**src/lis_pkg.sv**
```systemverilog
package lis_pkg;

   // Table geometry
   localparam int MAX_TAILS  = 1024;
   localparam int VALUE_BITS = 31;
   localparam int ADDR_BITS  = $clog2(MAX_TAILS);
   localparam int CNT_BITS   = $clog2(MAX_TAILS + 1);
   localparam int LEN_BITS   = 11;
   localparam int LEN_MAX    = (1 << LEN_BITS) - 1;

   localparam logic [CNT_BITS-1:0] MAX_CNT = CNT_BITS'(MAX_TAILS);

   typedef struct packed {
      logic [30:0] element_value;
      logic        has_value;
      logic        end_of_sequence;
   } req_type;

   typedef struct packed {
      logic [LEN_BITS-1:0] run_length;
      logic                sequence_done;
      logic                table_overflow;
   } rsp_type;

   // Microprogram steps
   typedef enum logic [2:0] {
      STEP_WAIT,
      STEP_BRANCH,
      STEP_SEARCH,
      STEP_UPDATE,
      STEP_RESULT
   } step_type;

   // Jump conditions
   typedef enum logic [2:0] {
      COND_ALWAYS,
      COND_REQ,
      COND_HAS_VALUE,
      COND_SEARCH_DONE,
      COND_RSP_FREE
   } cond_type;

   typedef struct packed {
      logic     req_ready;
      logic     search;
      logic     update;
      logic     respond;
      cond_type cond;
      step_type jump;   // taken when cond holds
      step_type next;   // taken otherwise
   } ucode_type;

   typedef struct packed {
      logic req_valid;
      logic has_value;
      logic search_done;
      logic rsp_free;
   } flags_type;

   function automatic ucode_type ucode_rom(step_type step);
      ucode_type w;
      w = '{req_ready: 1'b0, search: 1'b0, update: 1'b0, respond: 1'b0,
            cond: COND_ALWAYS, jump: STEP_WAIT, next: STEP_WAIT};
      unique case (step)
         STEP_WAIT: begin
            w.req_ready = 1'b1;
            w.cond      = COND_REQ;
            w.jump      = STEP_BRANCH;
            w.next      = STEP_WAIT;
         end
         STEP_BRANCH: begin
            w.cond = COND_HAS_VALUE;
            w.jump = STEP_SEARCH;
            w.next = STEP_RESULT;
         end
         STEP_SEARCH: begin
            w.search = 1'b1;
            w.cond   = COND_SEARCH_DONE;
            w.jump   = STEP_UPDATE;
            w.next   = STEP_SEARCH;
         end
         STEP_UPDATE: begin
            w.update = 1'b1;
            w.cond   = COND_ALWAYS;
            w.jump   = STEP_RESULT;
            w.next   = STEP_RESULT;
         end
         STEP_RESULT: begin
            w.respond = 1'b1;
            w.cond    = COND_RSP_FREE;
            w.jump    = STEP_WAIT;
            w.next    = STEP_RESULT;
         end
         default: begin
            w.cond = COND_ALWAYS;
         end
      endcase
      return w;
   endfunction

   function automatic logic [LEN_BITS-1:0] len_sat(logic [CNT_BITS-1:0] count);
      if (32'(count) > 32'(LEN_MAX)) begin
         return LEN_BITS'(LEN_MAX);
      end
      return LEN_BITS'(count);
   endfunction

endpackage

```
**src/lis_seq.sv**
```systemverilog
module lis_seq (
   input  logic                clock,
   input  logic                reset,
   input  lis_pkg::flags_type  flags,
   output lis_pkg::ucode_type  word
);

   lis_pkg::step_type step_ff;
   lis_pkg::step_type step_in;
   logic              cond_true;

   // control word for the current step
   always_comb begin
      word = lis_pkg::ucode_rom(step_ff);
   end

   always_comb begin
      unique case (word.cond)
         lis_pkg::COND_ALWAYS:      cond_true = 1'b1;
         lis_pkg::COND_REQ:         cond_true = flags.req_valid;
         lis_pkg::COND_HAS_VALUE:   cond_true = flags.has_value;
         lis_pkg::COND_SEARCH_DONE: cond_true = flags.search_done;
         lis_pkg::COND_RSP_FREE:    cond_true = flags.rsp_free;
         default:                   cond_true = 1'b1;
      endcase
      step_in = cond_true ? word.jump : word.next;
   end

   always_ff @(posedge clock) begin
      if (reset) begin
         step_ff <= lis_pkg::STEP_WAIT;
      end else begin
         step_ff <= step_in;
      end
   end

endmodule
```
**config.mk**
```make
export PLATFORM = sky130hd
export DESIGN_NAME = lis_seq
export DESIGN_NICKNAME = d
export VERILOG_FILES = /design/src/lis_pkg.sv /design/src/lis_seq.sv
export SDC_FILE = /design/constraint.sdc
export NUM_CORES = 1
export LEC_CHECK = 0
export ABC_AREA = 1
export BUFFER_PORTS_ARGS = -buffer_cell sky130_fd_sc_hd__buf_2
export CAP_MARGIN = 40
export CORE_AREA = 2 2 39 41
export DETAILED_ROUTE_END_ITERATION = 6
export DIE_AREA = 0 0 41 43
export PLACE_DENSITY_LB_ADDON = 0.2
export SYNTH_ARGS = -nofsm -noshare
export SYNTH_HDL_FRONTEND = slang
export SYNTH_SLANG_ARGS = --single-unit
```
**constraint.sdc**
```tcl
create_clock -name clock -period 1.9 [get_ports clock]
set_input_delay 0.285 -clock clock [delete_from_list [all_inputs] [get_ports clock]]
set_output_delay 0.285 -clock clock [all_outputs]
set_load 0.01 [all_outputs]
```
==> flow_summary.toml <==
[pwr]
power_switching_uw = 302
seq_power_share_pct = 20.1
intPower_uw = 316
p_sw_share_pct = 48.8
comb_power_share_pct = 62.4
total_power_uw = 618
clockPowerShare_pct = 17.5
max-vdd-ir-drop_mv = 0.450
pwr_density_cell_nw_per_um2 = 1540
power_leakage_nw = 0.246

[finish]
regMostFlops = "step_ff"
seq_area_um2 = 60.1
multi_input_area_um2 = 173
largest_registers = "step_ff (3)"
fin_area_um2 = 402
drive_above_1_share_pct = 45.5
fin_util_pct = 29.0
fillers = 177
antenna_cells = 0
largest_register_ffs = 3
nets = 73
syn2layout_area_growth_pct = 37.2
final-instance-count-excl-fill = 82

[global_route]
grt_max_degree = 8
grt_pass1_wl_mm = 1.08
antenna_found_initial = 0
grt_pass1_vias = 279
overflow = 0
track_usage_pct = 9.33

[cts]
root_buffer = "clkbuf_4"
clk_latency_ns = 0.23
clockBufferDepth = 2
cts_setup_buffers = 0
cts_buffers = 3
cts_sinks = 3
cts_tree = "built"
hold_buffers = 0
path_clk_slew_ns = 0.04
cts_max_level = 1
post_cts_resized = 0

[routing]
postRouteAntennaNets = 0
dr.pass1.iters = 1
drc = 0
drtIter0Drc = 0
vias_per_cell = 3.89
drt-total-wl_um = 653
wire_per_inst_um = 7.96
num_vias = 319

[timing]
maxSlewViolCount = 0
max_freq_ghz = 0.683
finalSetupViolCount = 0
grt_setup_unrepaired = "false"
hold_viol = 0
fin_crit_ns = 1.46
tns_ns = 0
hold-worst-slack_ns = 0.246
worst_clock_skew_ns = 0.00283
setup_ws_ns = 0.435
period_share_pct = 77.1

[critical_path]
crit_type = "flip-flop to primary output"
arrival_ns = 1.18
crit_end = "word[4]"
critPathRequiredTime_ns = 1.62
reg2reg_slack_ns = 0.78
end_kind = "primary output"
cp-startpoint = "step_ff[1]"
rr_startpoint = "step_ff[1]"
path_max_fanout = 6
ff2ff_path_depth = 6
reg2reg_to = "step_ff[1]"
worst_setup_path_start_kind = "flip-flop"

[synthesis]
syn_avg_cell_area_um2 = 6.10
netlist_area_um2 = 293
synth_ff_type = "dfxtp_1"
syn_inst = 48
synth_top_area_share_pct = 20.5
syn-num-nets = 54
ys_ff_latch = 3
ys_seq_area_share_pct = 20.5
synthTopCellsByCount = "10 x nor2_1, 8 x inv_1, 7 x nand2_1"
synth.area.top_cells = "dfxtp_1 21%, nor2_1 13%, nand3_2 10%"
yosysWarnings = 0
synth_top_area_cell = "dfxtp_1"
synth_cell_types = 16
synthArstFlopShare_pct = 0
synth_edf_count = 0
synthMostInstantiatedCell = "nor2_1"

[status]
status = "complete, no violations"

[placed_design]
port_buffers = 17
dpl_cell_area_um2 = 375
dp_cells = 78
gp_congestion = 0.696
dp_hpwl_um = 564
dp_slack_ns = 0.659

[floorplan]
die_w_um = 41
rows = 14
num_io_pins = 19
die_height_um = 43
core_area_um2 = 1380
initial_utilization_pct = 21.2
fp.dieArea_um2 = 1760

[run]
drv_cap = 0

[min_path]
hold_class = "input pin to flip-flop"
==> cells in the final DEF, fill, tap and decap left out, types with 2 or more instances in the layout <==
cell type,instances
buf_2,17
nor2_4,2
inv_1,8
a21oi_1,2
nand2_1,7
dfxtp_1,3
clkbuf_4,3
nand2_2,2
nor2_1,10
nand3_1,2
nand3_2,3
==> layout make-up <==
| class | count | area share (%) |
|---|---|---|
| flip-flops and latches | 3 | 15.0 |
| well taps | 16 | 4.98 |
| repair buffers | 17 | 21.2 |
| inverters | 10 | 9.35 |
| clock buffers | 4 | 6.54 |
| multi-input cells | 32 | 43.0 |
==> kinds of logic (layout without fill, tap and decap cells) <==
family | Yosys count | in the layout | share of synthesized area (%)
buffers and inverters | 13 | 31 | 20.5
AND/OR/NAND/NOR | 27 | 27 | 49.6
AO/OA/AOI/OAI | 4 | 4 | 8.12
flip-flops | 3 | 3 | 20.5
other | 1 | 1 | 1.28
==> power by group through the flow <==
stage	Clock, mW	Combinational (mW)	Sequential (mW)
after floorplan	0	0.287	0.118
after global placement	0	0.394	0.125
after detailed placement	0	0.392	0.125
after CTS	0.116	0.393	0.124
after global routing	0.122	0.439	0.131
final	0.108	0.385	0.124
==> critical path, stage by stage, from the launching register on <==
cell      delay, ns
dfxtp_1        0.38
nor2_4         0.16
clkinv_1       0.11
nand3_1        0.12
inv_1          0.05
buf_2          0.13
==> how the worst min path moves through the flow <==
stage / from / to / slack [ns] / cells past startpoint
after floorplan: reset / step_ff[2] / 0.35 / 1
after global placement: reset / step_ff[2] / 0.49 / 2
after detailed placement: reset / step_ff[2] / 0.49 / 2
after CTS: reset / step_ff[2] / 0.24 / 2
after global routing: reset / step_ff[2] / 0.25 / 2
final: reset / step_ff[2] / 0.25 / 2
==> routing by layer <==
| metal | vias to the layer above | global-route usage (%) | wire [um] |
|---|---|---|---|
| met5 | - | 0 | 0 |
| met1 | 134 | 10.3 | 288 |
| met4 | 0 | 6.00 | 0 |
| met3 | 0 | 4.71 | 38 |
| met2 | 8 | 13.4 | 326 |
| li1 | 177 | - | - |
Power figures use the tool's default switching activity.
